`src/rtl/efp_pkg.sv`:
```
package efp_pkg;

  // Parser phase. The first ten codes double as the field kind of a byte.
  typedef enum logic [3:0] {
    PH_PRE   = 4'd0,
    PH_DELIM = 4'd1,
    PH_DEST  = 4'd2,
    PH_SRC   = 4'd3,
    PH_LENH  = 4'd4,
    PH_LENL  = 4'd5,
    PH_PAY   = 4'd6,
    PH_PAD   = 4'd7,
    PH_FCS   = 4'd8,
    PH_IGN   = 4'd9,
    PH_HALT  = 4'd10
  } phase_t;

  // Field lengths fixed by the frame format.
  localparam logic [7:0] PREAMBLE_LEN = 8'd7;
  localparam logic [7:0] ADDR_LEN     = 8'd6;
  localparam logic [7:0] FCS_LEN      = 8'd4;

  // Configuration register indexes.
  localparam logic [7:0] REG_PREAMBLE  = 8'd0;
  localparam logic [7:0] REG_DELIMITER = 8'd1;
  localparam logic [7:0] REG_MIN_PAY   = 8'd2;
  localparam logic [7:0] REG_THRESHOLD = 8'd3;

  // Configuration reset values.
  localparam logic [7:0] PREAMBLE_RST  = 8'hAA;
  localparam logic [7:0] DELIMITER_RST = 8'hAB;
  localparam logic [7:0] MIN_PAY_RST   = 8'd46;
  localparam logic [8:0] THRESHOLD_RST = 9'd100;

  typedef struct packed {
    logic [7:0] preamble_byte;
    logic [7:0] delimiter_byte;
    logic [7:0] min_payload;
    logic [8:0] continue_threshold;
  } cfg_t;

  // Per-frame parser state.
  typedef struct packed {
    phase_t     phase;
    logic [7:0] offset_count;
    logic [7:0] stored_length;
    logic       final_seen;
  } parse_state_t;

  // Tag information for one byte, plus the frame counter advance request.
  typedef struct packed {
    logic [3:0] field_kind;
    logic [7:0] field_offset;
    logic [7:0] payload_length;
    logic       frame_end;
    logic       stream_end;
    logic       sync_error;
    logic       next_frame;
  } step_res_t;

endpackage

```
`src/rtl/efp_in_if.sv`:
```
interface efp_in_if;
  logic       valid;
  logic       ready;
  logic [7:0] stream_byte;

  modport source (output valid, output stream_byte, input ready);
  modport sink (input valid, input stream_byte, output ready);
endinterface

```
`src/rtl/efp_out_if.sv`:
```
interface efp_out_if;
  logic        valid;
  logic        ready;
  logic [3:0]  field_kind;
  logic [7:0]  byte_out;
  logic [7:0]  field_offset;
  logic [15:0] frame_number;
  logic [7:0]  payload_length;
  logic        frame_end;
  logic        stream_end;
  logic        sync_error;

  modport source (output valid, output field_kind, output byte_out, output field_offset,
                  output frame_number, output payload_length, output frame_end,
                  output stream_end, output sync_error, input ready);
  modport sink (input valid, input field_kind, input byte_out, input field_offset,
                input frame_number, input payload_length, input frame_end,
                input stream_end, input sync_error, output ready);
endinterface

```
`src/rtl/efp_cfg_if.sv`:
```
interface efp_cfg_if;
  logic       valid;
  logic       ready;
  logic [7:0] addr;
  logic [8:0] data;

  modport source (output valid, output addr, output data, input ready);
  modport sink (input valid, input addr, input data, output ready);
endinterface

```
`src/rtl/ethernet_frame_field_parser_unit.sv`:
```
// A result appears on the output in the cycle after its byte is accepted.
// Throughput: one byte per cycle; the tagging logic sits between the parser
// state registers and a single output register, and a byte is accepted
// whenever that register is empty or is being emptied in the same cycle.
// Reset (synchronous, rst_n low) restores default configuration, the preamble
// phase, frame number one and an empty output register.
module ethernet_frame_field_parser_unit #(
  parameter int FRAME_COUNT_BITS = 16
) (
  input logic       clk,
  input logic       rst_n,
  efp_in_if.sink    in_bus,
  efp_out_if.source out_bus,
  efp_cfg_if.sink   cfg_bus
);
  import efp_pkg::*;

  localparam logic [FRAME_COUNT_BITS-1:0] FRAME_MAX = '1;
  localparam logic [FRAME_COUNT_BITS-1:0] FRAME_ONE = FRAME_COUNT_BITS'(1);

  cfg_t                        cfg_r;
  parse_state_t                state_r;
  parse_state_t                state_nxt;
  step_res_t                   res;
  logic [FRAME_COUNT_BITS-1:0] frame_cnt_r;
  logic [FRAME_COUNT_BITS+15:0] frame_ext;
  logic                        in_acc;
  logic                        out_valid_r;
  step_res_t                   res_r;
  logic [7:0]                  byte_r;
  logic [15:0]                 frame_num_r;

  // Configuration writes are always taken.
  assign cfg_bus.ready = 1'b1;

  always_ff @(posedge clk) begin
    if (!rst_n) begin
      cfg_r.preamble_byte      <= PREAMBLE_RST;
      cfg_r.delimiter_byte     <= DELIMITER_RST;
      cfg_r.min_payload        <= MIN_PAY_RST;
      cfg_r.continue_threshold <= THRESHOLD_RST;
    end else if (cfg_bus.valid) begin
      case (cfg_bus.addr)
        REG_PREAMBLE:  cfg_r.preamble_byte      <= cfg_bus.data[7:0];
        REG_DELIMITER: cfg_r.delimiter_byte     <= cfg_bus.data[7:0];
        REG_MIN_PAY:   cfg_r.min_payload        <= cfg_bus.data[7:0];
        REG_THRESHOLD: cfg_r.continue_threshold <= cfg_bus.data;
        default: begin
        end
      endcase
    end
  end

  // Per-byte tagging and next phase.
  efp_step u_step (
    .cur         (state_r),
    .cfg         (cfg_r),
    .stream_byte (in_bus.stream_byte),
    .nxt         (state_nxt),
    .res         (res)
  );

  // Accept a request when the output register is free or draining.
  assign in_bus.ready = !out_valid_r || out_bus.ready;
  assign in_acc       = in_bus.valid && in_bus.ready;

  // Parser state and saturating frame counter.
  always_ff @(posedge clk) begin
    if (!rst_n) begin
      state_r.phase         <= PH_PRE;
      state_r.offset_count  <= 8'd0;
      state_r.stored_length <= 8'd0;
      state_r.final_seen    <= 1'b0;
      frame_cnt_r           <= FRAME_ONE;
    end else if (in_acc) begin
      state_r <= state_nxt;
      if (res.next_frame && (frame_cnt_r != FRAME_MAX)) begin
        frame_cnt_r <= frame_cnt_r + FRAME_ONE;
      end
    end
  end

  // Frame number is the counter truncated or zero-extended to 16 bits.
  assign frame_ext = {16'd0, frame_cnt_r};

  // Output register.
  always_ff @(posedge clk) begin
    if (!rst_n) begin
      out_valid_r <= 1'b0;
    end else if (in_acc) begin
      out_valid_r <= 1'b1;
    end else if (out_bus.ready) begin
      out_valid_r <= 1'b0;
    end
  end

  always_ff @(posedge clk) begin
    if (in_acc) begin
      res_r       <= res;
      byte_r      <= in_bus.stream_byte;
      frame_num_r <= frame_ext[15:0];
    end
  end

  assign out_bus.valid          = out_valid_r;
  assign out_bus.field_kind     = res_r.field_kind;
  assign out_bus.byte_out       = byte_r;
  assign out_bus.field_offset   = res_r.field_offset;
  assign out_bus.frame_number   = frame_num_r;
  assign out_bus.payload_length = res_r.payload_length;
  assign out_bus.frame_end      = res_r.frame_end;
  assign out_bus.stream_end     = res_r.stream_end;
  assign out_bus.sync_error     = res_r.sync_error;

`ifndef SYNTHESIS
  // A frame ends only on the last check-sequence byte.
  a_frame_end_fcs: assert property (@(posedge clk) disable iff (!rst_n)
    (out_valid_r && res_r.frame_end) |->
      (res_r.field_kind == 4'(PH_FCS)) && (res_r.field_offset == FCS_LEN - 8'd1))
    else $error("frame end outside the last check-sequence byte");

  // The stream ends only together with a frame end.
  a_stream_end: assert property (@(posedge clk) disable iff (!rst_n)
    (out_valid_r && res_r.stream_end) |-> res_r.frame_end)
    else $error("stream end without frame end");

  // An accepted byte always produces a result in the next cycle.
  a_acc_result: assert property (@(posedge clk) disable iff (!rst_n)
    in_acc |=> out_valid_r)
    else $error("accepted byte produced no result");

  // Once halted, the parser stays halted until reset.
  a_halt_sticky: assert property (@(posedge clk) disable iff (!rst_n)
    (state_r.phase == PH_HALT) |=> (state_r.phase == PH_HALT))
    else $error("parser left the halted phase");
`endif

endmodule

```
`src/rtl/efp_step.sv`:
```
module efp_step (
  input  efp_pkg::parse_state_t cur,
  input  efp_pkg::cfg_t         cfg,
  input  logic [7:0]            stream_byte,
  output efp_pkg::parse_state_t nxt,
  output efp_pkg::step_res_t    res
);
  import efp_pkg::*;

  logic [8:0] off_inc;
  logic       pay_done;
  logic       pad_done;
  logic       fcs_done;
  logic       short_pay;
  logic       len_final;
  phase_t     after_len;

  // Shared counter arithmetic and compares.
  assign off_inc   = {1'b0, cur.offset_count} + 9'd1;
  assign pay_done  = off_inc >= {1'b0, cur.stored_length};
  assign pad_done  = ({2'b00, cur.stored_length} + {1'b0, off_inc}) >= {2'b00, cfg.min_payload};
  assign fcs_done  = off_inc >= {1'b0, FCS_LEN};
  assign short_pay = cur.stored_length < cfg.min_payload;
  assign len_final = {1'b0, stream_byte} < cfg.continue_threshold;

  // Phase after the length low byte.
  always_comb begin
    if (stream_byte != 8'd0) begin
      after_len = PH_PAY;
    end else if (cfg.min_payload != 8'd0) begin
      after_len = PH_PAD;
    end else begin
      after_len = PH_FCS;
    end
  end

  // Next-state logic.
  always_comb begin
    nxt = cur;
    case (cur.phase)
      PH_PRE: begin
        if (stream_byte != cfg.preamble_byte) begin
          nxt.phase        = PH_HALT;
          nxt.offset_count = 8'd0;
        end else if (off_inc >= {1'b0, PREAMBLE_LEN}) begin
          nxt.phase        = PH_DELIM;
          nxt.offset_count = 8'd0;
        end else begin
          nxt.offset_count = off_inc[7:0];
        end
      end
      PH_DELIM: begin
        nxt.phase        = (stream_byte != cfg.delimiter_byte) ? PH_HALT : PH_DEST;
        nxt.offset_count = 8'd0;
      end
      PH_DEST, PH_SRC: begin
        if (off_inc >= {1'b0, ADDR_LEN}) begin
          nxt.phase        = (cur.phase == PH_DEST) ? PH_SRC : PH_LENH;
          nxt.offset_count = 8'd0;
        end else begin
          nxt.offset_count = off_inc[7:0];
        end
      end
      PH_LENH: begin
        nxt.phase        = PH_LENL;
        nxt.offset_count = 8'd0;
      end
      PH_LENL: begin
        nxt.stored_length = stream_byte;
        nxt.final_seen    = len_final;
        nxt.offset_count  = 8'd0;
        nxt.phase         = after_len;
      end
      PH_PAY: begin
        if (pay_done) begin
          nxt.phase        = short_pay ? PH_PAD : PH_FCS;
          nxt.offset_count = 8'd0;
        end else begin
          nxt.offset_count = off_inc[7:0];
        end
      end
      PH_PAD: begin
        if (pad_done) begin
          nxt.phase        = PH_FCS;
          nxt.offset_count = 8'd0;
        end else begin
          nxt.offset_count = off_inc[7:0];
        end
      end
      PH_FCS: begin
        if (fcs_done) begin
          nxt.offset_count = 8'd0;
          if (cur.final_seen) begin
            nxt.phase = PH_IGN;
          end else begin
            // A new frame starts with cleared length and final flag.
            nxt.phase         = PH_PRE;
            nxt.stored_length = 8'd0;
            nxt.final_seen    = 1'b0;
          end
        end else begin
          nxt.offset_count = off_inc[7:0];
        end
      end
      default: begin
        nxt = cur;
      end
    endcase
  end

  // Output tagging logic.
  always_comb begin
    res                = '0;
    res.field_kind     = PH_IGN;
    res.payload_length = cur.stored_length;
    case (cur.phase)
      PH_PRE: begin
        res.field_kind   = PH_PRE;
        res.field_offset = cur.offset_count;
        res.sync_error   = stream_byte != cfg.preamble_byte;
      end
      PH_DELIM: begin
        res.field_kind = PH_DELIM;
        res.sync_error = stream_byte != cfg.delimiter_byte;
      end
      PH_DEST, PH_SRC, PH_PAY, PH_PAD: begin
        res.field_kind   = cur.phase;
        res.field_offset = cur.offset_count;
      end
      PH_LENH: begin
        res.field_kind = PH_LENH;
      end
      PH_LENL: begin
        res.field_kind     = PH_LENL;
        res.payload_length = stream_byte;
      end
      PH_FCS: begin
        res.field_kind   = PH_FCS;
        res.field_offset = cur.offset_count;
        res.frame_end    = fcs_done;
        res.stream_end   = fcs_done && cur.final_seen;
        res.next_frame   = fcs_done && !cur.final_seen;
      end
      PH_HALT: begin
        res.sync_error = 1'b1;
      end
      default: begin
        res.field_kind = PH_IGN;
      end
    endcase
  end

endmodule
```
`src/flat_wrapper.sv`:
```
// flat-port wrapper written by rule: the top's interface ports become plain ports
module ethernet_frame_field_parser_unit_flat import efp_pkg::*;
#(
  parameter int FRAME_COUNT_BITS = 16
)
  (clk, rst_n, in_bus_valid, in_bus_stream_byte, in_bus_ready, out_bus_valid, out_bus_field_kind, out_bus_byte_out, out_bus_field_offset, out_bus_frame_number, out_bus_payload_length, out_bus_frame_end, out_bus_stream_end, out_bus_sync_error, out_bus_ready, cfg_bus_valid, cfg_bus_addr, cfg_bus_data, cfg_bus_ready);
  efp_in_if in_bus_i ();
  efp_out_if out_bus_i ();
  efp_cfg_if cfg_bus_i ();
  input logic clk;
  input logic rst_n;
  input wire logic [$bits(in_bus_i.valid)-1:0] in_bus_valid;
  input wire logic [$bits(in_bus_i.stream_byte)-1:0] in_bus_stream_byte;
  output wire logic [$bits(in_bus_i.ready)-1:0] in_bus_ready;
  output wire logic [$bits(out_bus_i.valid)-1:0] out_bus_valid;
  output wire logic [$bits(out_bus_i.field_kind)-1:0] out_bus_field_kind;
  output wire logic [$bits(out_bus_i.byte_out)-1:0] out_bus_byte_out;
  output wire logic [$bits(out_bus_i.field_offset)-1:0] out_bus_field_offset;
  output wire logic [$bits(out_bus_i.frame_number)-1:0] out_bus_frame_number;
  output wire logic [$bits(out_bus_i.payload_length)-1:0] out_bus_payload_length;
  output wire logic [$bits(out_bus_i.frame_end)-1:0] out_bus_frame_end;
  output wire logic [$bits(out_bus_i.stream_end)-1:0] out_bus_stream_end;
  output wire logic [$bits(out_bus_i.sync_error)-1:0] out_bus_sync_error;
  input wire logic [$bits(out_bus_i.ready)-1:0] out_bus_ready;
  input wire logic [$bits(cfg_bus_i.valid)-1:0] cfg_bus_valid;
  input wire logic [$bits(cfg_bus_i.addr)-1:0] cfg_bus_addr;
  input wire logic [$bits(cfg_bus_i.data)-1:0] cfg_bus_data;
  output wire logic [$bits(cfg_bus_i.ready)-1:0] cfg_bus_ready;
  assign in_bus_i.valid = in_bus_valid;
  assign in_bus_i.stream_byte = in_bus_stream_byte;
  assign in_bus_ready = in_bus_i.ready;
  assign out_bus_valid = out_bus_i.valid;
  assign out_bus_field_kind = out_bus_i.field_kind;
  assign out_bus_byte_out = out_bus_i.byte_out;
  assign out_bus_field_offset = out_bus_i.field_offset;
  assign out_bus_frame_number = out_bus_i.frame_number;
  assign out_bus_payload_length = out_bus_i.payload_length;
  assign out_bus_frame_end = out_bus_i.frame_end;
  assign out_bus_stream_end = out_bus_i.stream_end;
  assign out_bus_sync_error = out_bus_i.sync_error;
  assign out_bus_i.ready = out_bus_ready;
  assign cfg_bus_i.valid = cfg_bus_valid;
  assign cfg_bus_i.addr = cfg_bus_addr;
  assign cfg_bus_i.data = cfg_bus_data;
  assign cfg_bus_ready = cfg_bus_i.ready;
  ethernet_frame_field_parser_unit #(.FRAME_COUNT_BITS(FRAME_COUNT_BITS)) u_core (.clk(clk), .rst_n(rst_n), .in_bus(in_bus_i), .out_bus(out_bus_i), .cfg_bus(cfg_bus_i));
endmodule
```
`config.mk`:
```
export PLATFORM = sky130hd
export DESIGN_NAME = ethernet_frame_field_parser_unit_flat
export DESIGN_NICKNAME = d
export VERILOG_FILES = /design/src/rtl/efp_pkg.sv /design/src/rtl/efp_in_if.sv /design/src/rtl/efp_out_if.sv /design/src/rtl/efp_cfg_if.sv /design/src/rtl/ethernet_frame_field_parser_unit.sv /design/src/rtl/efp_step.sv /design/src/flat_wrapper.sv
export SDC_FILE = /design/constraint.sdc
export NUM_CORES = 1
export LEC_CHECK = 0
export BUFFER_PORTS_ARGS = -buffer_cell sky130_fd_sc_hd__buf_2
export CORE_UTILIZATION = 55
export DETAILED_ROUTE_END_ITERATION = 12
export GPL_ROUTABILITY_DRIVEN = 0
export GPL_TIMING_DRIVEN = 0
export PLACE_DENSITY = 0.76
export SLEW_MARGIN = 20
export SYNTH_ARGS = -nofsm -noshare
export SYNTH_HDL_FRONTEND = slang
export SYNTH_SLANG_ARGS = --single-unit
```
`constraint.sdc`:
```
create_clock -name clk -period 6 [get_ports clk]
set_input_delay 1.2 -clock clk [delete_from_list [all_inputs] [get_ports clk]]
set_output_delay 1.2 -clock clk [all_outputs]
set_load 0.01 [all_outputs]
```
==> results of run 1 <==
-- power by group through the flow --
stage | Sequential, mW | Clock [mW] | Combinational (mW)
floorplan | 0.935 | 0 | 0.265
global placement | 0.925 | 0 | 0.386
detailed placement | 0.925 | 0 | 0.399
CTS | 0.908 | 1.01 | 0.403
global route | 0.913 | 1.05 | 0.452
finish | 0.908 | 0.999 | 0.409
-- through the flow --
| stage | cells | hold WS [ns] | setup slack [ns] | utilization, % |
|---|---|---|---|---|
| floorplan | 652 | 0.408 | 1.83 | - |
| global placement | 873 | 0.424 | 1.27 | 61.3 |
| detailed placement | 874 | 0.441 | 1.27 | 61.4 |
| CTS | 906 | 0.454 | 1.22 | 66.7 |
| global route | 906 | 0.467 | 0.796 | 66.7 |
| finish | 906 | 0.450 | 1.15 | 66.7 |
-- registers in the layout (all words and copies together) (netlist names) --
signal / flops
u_core.out_bus.field_kind: 4
u_core.cfg_r: 33
u_core.out_bus.payload_length: 8
u_core.frame_cnt_r: 16
u_core.out_bus.valid: 1
u_core.out_bus.sync_error: 1
u_core.out_bus.frame_number: 16
u_core.state_r: 21
u_core.out_bus.field_offset: 8
u_core.out_bus.frame_end: 1
u_core.out_bus.byte_out: 8
u_core.out_bus.stream_end: 1
-- kinds of logic after synthesis --
group | synth area share [%]
and+or+nand+nor | 20.1
adders and majority gates | 8.33
muxes | 6.42
other | 0.0586
xor gates and xnor gates | 5.46
buffers and inverters | 4.42
DFF | 44.3
AOI/OAI and AO/OA | 11.0
-- cells in the mapped netlist (all sizes together) (12+ instances only) --
master | number | share of area, %
nor3 | 13 | 1.4
a21oi | 31 | 2.4
xor2 | 20 | 2.7
clkbuf | 18 | 1.4
inv | 36 | 2.1
nand2 | 77 | 4.7
ha | 41 | 8.0
edfxtp | 47 | 22
o21ai | 26 | 2.0
dfxtp | 71 | 22
nor2b | 13 | 1.3
xnor2 | 19 | 2.7
nand3 | 19 | 1.7
nor2 | 56 | 3.4
nor4 | 12 | 1.2
mux2i | 32 | 5.0
-- worst max-delay path by stage --
stage,from,end,slack (ns)
2_1_floorplan,u_core.state_r[9],u_core.state_r[18],1.83
3_3_place_gp,u_core.state_r[9],u_core.state_r[18],1.27
3_5_place_dp,u_core.state_r[9],u_core.state_r[18],1.27
4_1_cts,u_core.state_r[9],u_core.state_r[18],1.22
5_1_grt,u_core.state_r[9],u_core.state_r[18],0.80
6_report,u_core.state_r[9],u_core.state_r[18],1.15
-- area by class of cell --
class | count | share of cell area [%]
plain buffers | 27 | 1.95
clock inverters | 11 | 1.07
multi-input cells | 471 | 43.3
inverters | 36 | 1.78
flip-flops and latches | 118 | 37.4
repair buffers | 79 | 5.41
well taps | 143 | 2.36
clock buffers | 21 | 6.78
-- critical path, stage by stage (launching register included) --
cell and delay [ns]:
dfxtp_1 0.48, ha_1 0.40, nand3_4 0.15, xnor2_1 0.21
ha_1 0.30, clkbuf_1 0.28, o21bai_1 0.17, o41a_1 0.19
nand2b_1 0.10, a221oi_1 0.31, xor2_1 0.19, ha_1 0.26
o21ai_0 0.08, nor2_1 0.08, a2111oi_2 0.41, or3b_1 0.42
nand4_2 0.24, nor2_4 0.10, mux2_1 0.35
-- layer usage --
metal / GRT usage (%) / wire, um / vias up
met2: 45.9 / 7500 / 174
li1: - / - / 2502
met5: 0 / 0 / -
met3: 6.11 / 891 / 30
met1: 35.8 / 6800 / 2506
met4: 9.52 / 367 / 0
==> results_dict.tcl, run 1 <==
set metrics [dict create \
    register_area_mm2 0.00283 \
    drv_slew 0 \
    ys_warn_count 0 \
    initial_core_util_pct 56.3 \
    synthArstFlopShare_pct 0 \
    hold_class "reg2reg" \
    nNetsFinal 822 \
    grt_pass1_vias 4939 \
    ys_types 75 \
    r2r_end "u_core.state_r[18]" \
    grt_max_degree 35 \
    tns_ns 0 \
    ir_drop_v 0.000232 \
    drive_gt1_share_pct 20.2 \
    cts.sinks 118 \
    wl_per_cell_um 17.2 \
    status "complete, no violations" \
    whs_path_depth 0 \
    final_cell_mix "buf_2 (84), nand2_1 (75), dfxtp_1 (71)" \
    arrival_ns 5.14 \
    design_area_mm2 0.00758 \
    fp.dieArea_mm2 0.0121 \
    cts_resized 0 \
    path_max_fanout 9 \
    io_pins 80 \
    cts_buffers 17 \
    pwr-share-comb_pct 17.6 \
    drt-total-wl_mm 15.6 \
    drc 0 \
    syn_area_mm2 0.00640 \
    ys_seq_area_share_pct 44.3 \
    p_switching_mw 0.663 \
    n_antenna_cell 0 \
    htreeDepth 4 \
    leakagePower_nw 3.21 \
    grt_usage_pct 27.8 \
    area_delta_synth_final_pct 18.5 \
    clockBufferDepth 2 \
    end_kind "flip-flop" \
    clk_pin_slew_ns 0.06 \
    seq_power_share_pct 39.2 \
    synth_nets 724 \
    power_density_mw_per_mm2 305 \
    fillers 863 \
    swShare_pct 28.6 \
    antenna_found_initial 0 \
    post-route-period-util_pct 80.8 \
    hold_buffers 0 \
    internal_power_mw 1.65 \
    ys.flop_type "dfxtp_1" \
    core_mm2 0.0114 \
    ant_nets 0 \
    io_buffers 78 \
    cts_setup_buffers 0 \
    die_h_um 110 \
    mostFrequentLayoutCell "buf_2" \
    fmax_mhz 206 \
    r2r_cells 18 \
    maxCapViolations 0 \
    vias_per_cell 5.75 \
    firstDrtPassIters 5 \
    synth-seq-cells 118 \
    vias 5212 \
    rsz0062_at_grt "false" \
    die_x_um 110 \
    clkPwrFrac_pct 43.1 \
    drt-initial-drc-count 311 \
    insertion_delay_ns 0.41 \
    worstHoldEndpoint "u_core.out_bus.frame_number[13]" \
    grt_pass1_wl_mm 24.9 \
    reg2reg_slack_ns 1.15 \
    synth_edf_count 47 \
    dpl-instance-area_mm2 0.00699 \
    multi_input_area_mm2 0.00328 \
    cts-root-buf "clkbuf_16" \
    dp_hpwl_mm 11.2 \
    r2r_start "u_core.state_r[9]" \
    syn_avg_cell_area_um2 9.81 \
    relSlewSlack_pct 37.4 \
    critical_path_class "reg2reg" \
    period_minus_slack_ns 4.85 \
    rows 39 \
    total_power_mw 2.32 \
    hold_violations 0 \
    grt_overflow 0 \
    tightest_slew_ns 0.927 \
    cp.required_ns 6.29 \
    critPathLaunchType "flip-flop" \
    cts_tree "yes" \
    skew_ns 0.00714 \
    syn-instance-count 652 \
    setup_viol 0 \
    min_from "u_core.frame_cnt_r[13]" \
]
No activity file was read; power rests on OpenSTA's default activity.
==> run 2: changes to the inputs <==
--- a/config.mk
+++ b/config.mk
@@ -5,6 +5,7 @@
 export SDC_FILE = /design/constraint.sdc
 export NUM_CORES = 1
 export LEC_CHECK = 0
+export ABC_AREA = 1
 export BUFFER_PORTS_ARGS = -buffer_cell sky130_fd_sc_hd__buf_2
 export CORE_UTILIZATION = 55
 export DETAILED_ROUTE_END_ITERATION = 12
==> constraint.sdc (replaced) <==
create_clock -name clk -period 4.85 [get_ports clk]
set_input_delay 0.97 -clock clk [delete_from_list [all_inputs] [get_ports clk]]
set_output_delay 0.97 -clock clk [all_outputs]
set_load 0.01 [all_outputs]
==> results_dict.tcl, run 2 <==
set metrics [dict create \
    status "finished, violations left" \
    violations "DRC" \
    tns_ns 0 \
    path_max_fanout 8 \
    cts_buffers 17 \
    drc 4 \
    core_mm2 0.0116 \
    synthArstFlopShare_pct 0 \
    critPathLaunchType "flip-flop" \
    power_density_mw_per_mm2 426 \
    tightest_slew_ns 0.806 \
    grt_max_degree 35 \
    rows 39 \
    critical_path_class "reg2reg" \
    ant_nets 0 \
    grt_pass1_wl_mm 25.0 \
    reg_top3 "u_core.cfg_r x33, u_core.state_r x21" \
    drv_slew 0 \
    die_h_um 112 \
    ys.flop_type "dfxtp_1" \
    synthTopCellsByCount "nand2_1 (158), inv_1 (115), nor2_1 (79)" \
    rsz0062_at_grt "false" \
    end_kind "flip-flop" \
    drt-initial-drc-count 444 \
    clk_pin_slew_ns 0.05 \
    die_x_um 112 \
    drt-total-wl_mm 15.4 \
    nNetsFinal 978 \
    top_register "u_core.cfg_r" \
    syn_avg_cell_area_um2 8.16 \
    skew_ns 0.0116 \
    final_cell_mix "nand2_1 (158), inv_1 (114), nor2_1 (79)" \
    ys_seq_area_share_pct 43.0 \
    cp.required_ns 5.17 \
    largest_reg_flops 33 \
    grt_pass1_vias 5259 \
    synth_most_common_cell "nand2_1" \
    total_power_mw 3.30 \
    hold_buffers 0 \
    grt_usage_pct 26.3 \
    cts_resized 0 \
    area_delta_synth_final_pct 17.6 \
    antenna_found_initial 0 \
    post-route-period-util_pct 78.9 \
    firstDrtPassIters 9 \
    arrival_ns 4.14 \
    dp_hpwl_mm 11.4 \
    setup_viol 0 \
    yosysTopAreaCellShare_pct 21.6 \
    final_cells 1062 \
    cts-root-buf "clkbuf_16" \
    vias_per_cell 5.34 \
    synth_area_leader_cell "dfxtp_1" \
    fp.dieArea_mm2 0.0124 \
    io_buffers 78 \
    ir_drop_v 0.000244 \
    fmax_mhz 261 \
    syn_area_mm2 0.00660 \
    cts.sinks 118 \
    maxCapViolations 0 \
    wl_per_cell_um 14.5 \
    vias 5673 \
    drive_gt1_share_pct 20.1 \
    initial_core_util_pct 57.0 \
    htreeDepth 4 \
    grt_overflow 0 \
    leakagePower_nw 3.56 \
    synth-seq-cells 118 \
    dp_cells 1030 \
    insertion_delay_ns 0.43 \
    clockBufferDepth 2 \
    syn-instance-count 808 \
    mostFrequentLayoutCell "nand2_1" \
    relSlewSlack_pct 46.2 \
    synthTopCellsByArea "dfxtp_1 (22%), edfxtp_1 (21%), nand2_1 (9.0%)" \
    io_pins 80 \
    synth_edf_count 47 \
    hold_class "reg2reg" \
    synth_nets 880 \
    cts_setup_buffers 0 \
    ys_types 48 \
    hold_violations 0 \
    ys_warn_count 0 \
    period_minus_slack_ns 3.82 \
    n_antenna_cell 0 \
    cts_tree "yes" \
]
==> run 2: changes by cell type in the layout (fill, tap and decap cells not counted), moves of 9 or more <==
cell,delta
nand2_2,+14
o21ai_0,+26
nand2_1,+83
mux2i_1,-32
a21oi_1,+32
nand3_1,+10
nor2_1,+25
xor2_1,-13
a21oi_2,+9
xnor2_1,-10
nor4_1,-10
nor2b_1,-12
inv_1,+79
nand2b_1,-10
==> run 2: critical path, stage by stage (launching register included) <==
cell	delay, ns
dfxtp_1	0.43
ha_1	0.30
or2_2	0.29
nand2_1	0.06
inv_1	0.13
ha_1	0.42
inv_1	0.08
a21oi_1	0.16
nand2_1	0.09
nand2_1	0.08
a31oi_1	0.09
xor2_1	0.15
ha_1	0.29
nand2_1	0.08
a21oi_1	0.13
nor2_1	0.05
nand2_1	0.08
nand2_1	0.06
nand2_1	0.05
nor2_1	0.04
nand2_1	0.12
nand2_1	0.08
nor2_2	0.15
nand2_2	0.13
nor2_1	0.11
nor2_1	0.05
==> run 2: metrics by stage <==
stage	area (um2)	util, %	hold WS (ns)	setup slack, ns
2_1_floorplan	6600	-	0.408	1.56
3_3_place_gp	7160	61.9	0.412	0.794
3_5_place_dp	7180	62.1	0.424	1.08
4_1_cts	7750	67.1	0.438	1.07
5_1_grt	7750	67.1	0.455	0.704
6_report	7750	67.1	0.437	1.03
==> run 2: area by class of cell <==
cell class / instances / area [um2]
Sequential cell: 118 / 2830
Fill cell: 952 / 3810
Tap cell: 143 / 179
Clock buffer: 22 / 464
Buffer: 17 / 90.1
Multi-Input combinational cell: 549 / 3210
Timing Repair Buffer: 79 / 410
Inverter: 124 / 465
Clock inverter: 10 / 106
==> run 2: path summary, 6_finish.rpt <==
check,from,end,slack (ns),depth (start not counted)
worst max-delay path,u_core.state_r[9],u_core.state_r[19],1.03,25
worst min-delay path,u_core.frame_cnt_r[5],u_core.out_bus.frame_number[5],0.44,0
worst max register to register,u_core.state_r[9],u_core.state_r[19],1.03,25
worst min register to register,u_core.frame_cnt_r[5],u_core.out_bus.frame_number[5],0.44,0
==> run 2: cells by family (layout without fill, tap and decap cells) <==
group,Yosys count,count (layout),synth area share [%]
adder cells (fa/ha/maj),42,42,8.08
AND/OR/NAND/NOR,347,347,25.8
flip-flops,118,118,43.0
AO/OA/AOI/OAI,144,144,12.7
XOR/XNOR,15,15,1.99
other,1,1,0.0569
buffers and inverters,141,252,8.42
==> run 2: power by group <==
part           switching [mW]  internal, mW  total [mW]
clock                   0.443         0.775        1.22
sequential             0.0645          1.13        1.19
combinational           0.587         0.305       0.892
total                    1.09          2.21        3.30
==> run 2: metal layers <==
layer	global-route usage [%]	vias to the layer above	share of wire, %
met5	0	-	0
met2	43.5	199	48
met4	11.3	0	2.2
met3	6.21	31	6.0
li1	-	2831	-
met1	32.9	2612	44
